File: src/hw/rtl/assert_macros.svh
// Assertion helpers shared by the RTL files.
// Every check samples on the rising edge of clk_i and is off while rst_ni is low.
`ifndef ASSERT_MACROS_SVH
`define ASSERT_MACROS_SVH

// A property that must hold at every clock edge.
`define ASSERT_CLK(label, prop, msg) \
  label: assert property (@(posedge clk_i) disable iff (!rst_ni) (prop)) \
    else $error(msg);

// When ante holds at an edge, cons must hold at the next edge.
`define ASSERT_NEXT(label, ante, cons, msg) \
  label: assert property (@(posedge clk_i) disable iff (!rst_ni) (ante) |=> (cons)) \
    else $error(msg);

`endif

File: src/hw/rtl/rscp_pkg.sv
// ----------------------------------------------------------------------------
// rscp_pkg
// Shared types and constants of the resizing stack capacity policy unit.
// ----------------------------------------------------------------------------
package rscp_pkg;

  localparam int unsigned DEPTH        = 1024;
  localparam int unsigned MIN_CAPACITY = 10;

  // The count must hold DEPTH itself; the address only DEPTH - 1.
  localparam int unsigned CNT_W  = $clog2(DEPTH + 1);
  localparam int unsigned ADDR_W = $clog2(DEPTH);
  localparam int unsigned DATA_W = 32;
  localparam int unsigned CFG_W  = 7;
  localparam int unsigned PCT_W  = 7;
  localparam int unsigned RATIO_W = 7;
  localparam int unsigned PROD_W = CNT_W + RATIO_W;
  localparam int unsigned OCC_W  = CNT_W + PCT_W;
  localparam int unsigned FRAC_W = 4;

  localparam logic [PCT_W-1:0] PCT_FULL = PCT_W'(100);

  typedef enum logic [1:0] {
    REG_GROW_THRESH   = 2'd0,
    REG_SHRINK_THRESH = 2'd1,
    REG_GROW_RATIO    = 2'd2,
    REG_SHRINK_RATIO  = 2'd3
  } cfg_idx_e;

  typedef enum logic [1:0] {
    ERR_OK    = 2'd0,
    ERR_EMPTY = 2'd1,
    ERR_FULL  = 2'd2
  } err_code_e;

  localparam logic CMD_PUSH = 1'b0;
  localparam logic CMD_POP  = 1'b1;

  typedef struct packed {
    logic                     command;
    logic signed [DATA_W-1:0] push_value;
  } in_item_t;

  typedef struct packed {
    logic signed [DATA_W-1:0] pop_value;
    logic                     pop_valid;
    logic [1:0]               error_code;
    logic [10:0]              item_count;
    logic [10:0]              capacity;
    logic [10:0]              max_capacity;
    logic [31:0]              resize_total;
  } out_item_t;

  // Controller to datapath.
  typedef struct packed {
    logic load_in;
    logic exec;
    logic test;
    logic mul;
    logic apply;
    logic out_load;
  } dp_cmd_t;

  // Datapath to controller.
  typedef struct packed {
    logic is_pop;
    logic empty;
    logic full;
    logic out_free;
  } dp_sts_t;

endpackage

File: src/hw/rtl/rscp_ctrl.sv
// ----------------------------------------------------------------------------
// rscp_ctrl
// Sequencer: one item through execute; pushes add test, multiply and apply.
// ----------------------------------------------------------------------------
`include "assert_macros.svh"

module rscp_ctrl import rscp_pkg::*; (
  input  logic    clk_i,
  input  logic    rst_ni,
  input  logic    in_valid_i,
  output logic    in_ready_o,
  input  dp_sts_t sts_i,
  output dp_cmd_t cmd_o
);

  typedef enum logic [6:0] {
    S_IDLE  = 7'b0000001,
    S_EXEC  = 7'b0000010,
    S_TEST  = 7'b0000100,
    S_MUL   = 7'b0001000,
    S_APPLY = 7'b0010000,
    S_DONE  = 7'b0100000,
    S_SPARE = 7'b1000000
  } state_e;

  state_e state_q, state_d;

  always_comb begin
    state_d    = state_q;
    cmd_o      = '0;
    in_ready_o = 1'b0;
    unique case (state_q)
      S_IDLE: begin
        in_ready_o = 1'b1;
        if (in_valid_i) begin
          cmd_o.load_in = 1'b1;
          state_d       = S_EXEC;
        end
      end
      S_EXEC: begin
        cmd_o.exec = 1'b1;
        // Only a successful push runs the resize test.
        if (!sts_i.is_pop && !sts_i.full) begin
          state_d = S_TEST;
        end else begin
          state_d = S_DONE;
        end
      end
      S_TEST: begin
        cmd_o.test = 1'b1;
        state_d    = S_MUL;
      end
      S_MUL: begin
        cmd_o.mul = 1'b1;
        state_d   = S_APPLY;
      end
      S_APPLY: begin
        cmd_o.apply = 1'b1;
        state_d     = S_DONE;
      end
      S_DONE: begin
        if (sts_i.out_free) begin
          cmd_o.out_load = 1'b1;
          state_d        = S_IDLE;
        end
      end
      default: begin
        state_d = S_IDLE;
      end
    endcase
  end

  always_ff @(posedge clk_i or negedge rst_ni) begin
    if (!rst_ni) begin
      state_q <= S_IDLE;
    end else begin
      state_q <= state_d;
    end
  end

  `ASSERT_NEXT(a_accept_to_exec, in_valid_i && in_ready_o, state_q == S_EXEC,
               "accepted transfer did not start execution")
  `ASSERT_NEXT(a_apply_to_done, state_q == S_APPLY, state_q == S_DONE,
               "resize apply step not followed by result stage")

endmodule

File: config.mk
export PLATFORM = sky130hd
export DESIGN_NAME = rscp_ctrl
export DESIGN_NICKNAME = d
export VERILOG_FILES = /design/src/hw/rtl/rscp_pkg.sv /design/src/hw/rtl/rscp_ctrl.sv
export VERILOG_INCLUDE_DIRS = /design/src /design/src/hw/rtl
export SDC_FILE = /design/constraint.sdc
export NUM_CORES = 1
export LEC_CHECK = 0
export BUFFER_PORTS_ARGS = -buffer_cell sky130_fd_sc_hd__clkbuf_2
export CORE_AREA = 2 2 39 41
export CTS_BUF_LIST = sky130_fd_sc_hd__clkbuf_2
export CTS_CLUSTER_DIAMETER = 120
export DETAILED_ROUTE_END_ITERATION = 7
export DIE_AREA = 0 0 41 43
export PLACE_DENSITY = 0.56
export SYNTH_ARGS = -nofsm -noshare
export SYNTH_HDL_FRONTEND = slang
export SYNTH_SLANG_ARGS = --single-unit
File: constraint.sdc
create_clock -name clk_i -period 1.3 [get_ports clk_i]
set_input_delay 0.13 -clock clk_i [delete_from_list [all_inputs] [get_ports clk_i]]
set_output_delay 0.13 -clock clk_i [all_outputs]
set_load 0.02 [all_outputs]
==> summary.txt <==
compound-gate portion of the synthesized area = 0.08389
CTS tree = yes
Reg area = 151.4 um2
TritonRoute pass-1 iters = 2
fin util = 0.4575
total track usage = 0.1234
largest reg by FF count = state_q
Comb power frac = 0.621
H-tree Lvls = 1
Synth Area in Adders = 0
Setup-failing EPs final = 9
RSZ-0062 raised after global routing = yes
Worst Hold Launch = sts_i[3]
yosys warns = 0
nets = 74
Layout area overhead = 69.80%
syn_nets = 45
first-pass GRT wire length = 1.414 mm
wire per inst = 11.45 um
most common cell after layout, fill and taps aside = buf_4
Syn Area/Cell = 9.812 um2
# DRC = 0
CTS clock-pin slew for the worst setup and hold paths = 0.07 ns
1st-iter DRT viols = 5
Highest Signal Layer = met3
worst-path fanout max = 3
maximum vdd ir drop = 0.0006539 V
number of CTS-inserted buffers = 3
final wirelength = 939 um
share of layout cells above drive strength 1 = 0.6364
ant diodes = 0
Seq pwr share = 0.244
Reg2Reg Capture Point = state_q[5]
failing checks = setup timing
cells after synthesis = 38
initial antenna violation count = 0
clk root buf = clkbuf_2
FILL cells = 141
largest family of logic cells by synthesized area = simple AND/OR/NAND/NOR gates
largest net degree at the start of global routing = 8
Total Power = 1.064 mW
final number of hold-violating endpoints = 0
Int Pwr = 0.6600 mW
Netlist Area Pre-Place = 372.9 um2
crit share post-route = 1.267
Multi-input gate area = 252.7 um2
Synth Register Bits = 6
number of nets with antenna violations after routing = 0
die width = 41 um
hold worst-path end = state_q[2]
met3 WL = 37 um
vias in the first global route = 355
WHS Path Cells = 2
die area = 1763 um2
sequential element share of the synthesized area = 0.4060
R2R Setup Slk = -0.11 ns
Sw Ratio = 0.3799
xor-xnor portion of the synthesized cell area = 0.02349
Place WS = -0.1613 ns
initial core utilization = 0.2694
Lkg Pwr = 0.3073 nW
max cap viols = 0
simple-gate share of the synthesized area = 0.4262
Setup Crit Path Kind = register to output pin
CTS Sinks = 6
Core Area = 1384 um2
Largest register FFs = 6
metal2 WL = 520 um
Vias/cell = 4.622
post-route minimum period = 1.647 ns
commonest cells after routing, fill and taps aside = 16 x buf_4, 12 x clkbuf_2, 5 x dfrtp_1, 3 x nor3b_1
max-slew violations = 0
Req. time, crit path = 1.17 ns
Vias = 379
post-synthesis mux area share = 0
pwr dens = 1681 nW/um2
Distinct cells, synth = 23
biggest regs = state_q: 6 flops
Setup Skew = 0.008590 ns
Slew headroom = 0.8087
NetSw = 0.4043 mW
Die Ht = 43 um
grt total ovfl = 0
fin worst setup slack = -0.3475 ns
Tightest Hold Check Type = input port to register
Worst Path Arrival = 1.52 ns
M1 wire length = 382 um
Clock Path Buffers = 2
Clock power frac = 0.135
Worst setup SP type = register
Rows = 14
status = finished with violations
fmax = 607.0 MHz
Final Wtd Congestion = 0.7193
Worst setup EP type = output pin
clk_lat worst skew = 0.21 ns
Worst Reg-to-Reg Cells = 4
Reg2Reg Launch Point = state_q[4]
IO Port Bufs = 12
I/O pin total = 14
Worst-Margin Slew = 0.2845 ns
## metal layers
layer,vias to the layer above,track usage
li1,191,-
met3,0,0.04712
met2,9,0.2031
met4,0,0.06000
met1,179,0.1283
met5,-,0
## timing repair
item,4_1_cts,5_1_grt
gates resized for setup,12,4
hold buffers,1,0
setup buffers,2,1
endpoints found under the hold margin,6,0
setup endpoints to repair,9,10
cloned,0,0
pin swaps,4,2
## worst max-delay path by stage
stage	start	slack (ns)	to
after floorplan	state_q[2]	-0.18	cmd_o[0]
after global placement	state_q[1]	-0.15	cmd_o[0]
after detailed placement	state_q[1]	-0.16	cmd_o[0]
after CTS	state_q[2]	-0.38	cmd_o[0]
after global routing	state_q[1]	-0.44	cmd_o[0]
final	state_q[2]	-0.35	cmd_o[0]
## cell usage after synthesis
| library cell | number | area share |
|---|---|---|
| a31oi_1 | 1 | 0.017 |
| or4_4 | 1 | 0.030 |
| a211o_1 | 1 | 0.023 |
| dfrtp_1 | 5 | 0.34 |
| and2_1 | 2 | 0.034 |
| buf_6 | 1 | 0.030 |
| nor2_1 | 4 | 0.040 |
| or3b_2 | 1 | 0.023 |
| clkbuf_1 | 1 | 0.010 |
| nor4b_2 | 1 | 0.040 |
| a21oi_2 | 1 | 0.023 |
| nor4b_1 | 2 | 0.047 |
| nor3_1 | 1 | 0.013 |
| nand3b_1 | 1 | 0.020 |
| xor2_1 | 1 | 0.023 |
| nand2b_1 | 1 | 0.017 |
| nor3b_1 | 5 | 0.10 |
| dfstp_2 | 1 | 0.070 |
| nand2_1 | 2 | 0.020 |
| and3b_1 | 1 | 0.023 |
| inv_1 | 2 | 0.020 |
| o21bai_1 | 1 | 0.020 |
| nor4_1 | 1 | 0.017 |
## critical path, stage by stage, from the launching register on
cell and delay (ns):
dfrtp_1 0.40, or4_4 0.52, nor4b_4 0.21, buf_4 0.17
## cell families (layout without fill, tap and decap cells)
| family | Yosys count | count (layout) |
|---|---|---|
| AOI/OAI and AO/OA | 4 | 4 |
| xor gates and xnor gates | 1 | 1 |
| buffers and inverters | 4 | 32 |
| DFF | 6 | 6 |
| and+or+nand+nor | 23 | 23 |
## power by group through the flow
| stage | Sequential (mW) | Clock [mW] | Combinational (mW) |
|---|---|---|---|
| global placement | 0.263 | 0 | 0.553 |
| global route | 0.266 | 0.172 | 0.719 |
| detailed placement | 0.261 | 0 | 0.563 |
| CTS | 0.259 | 0.149 | 0.657 |
| floorplan | 0.281 | 0 | 0.340 |
| finish | 0.260 | 0.144 | 0.661 |
## stage by stage
| stage | area (um2) | instances | setup TNS, ns | hold slack (ns) |
|---|---|---|---|---|
| 3_5_place_dp | 536.8 | 74 | -0.4583 | -0.03964 |
| 4_1_cts | 625.6 | 81 | -1.841 | 0.08254 |
| 6_report | 633.1 | 82 | -1.709 | 0.09114 |
| 2_1_floorplan | 396.6 | 38 | -0.4221 | -0.1656 |
| 5_1_grt | 633.1 | 82 | -2.552 | 0.05348 |
| 3_3_place_gp | 536.8 | 74 | -0.3981 | -0.03912 |
## final cells by class
class                           count  share of cell area
Sequential cell                     6              0.2391
Tap cell                           16             0.03162
Multi-Input combinational cell     28              0.3992
Inverter                            2             0.01186
Timing Repair Buffer               26              0.2866
Clock buffer                        4             0.03162
Note: power is estimated with default switching activity, not from simulation.
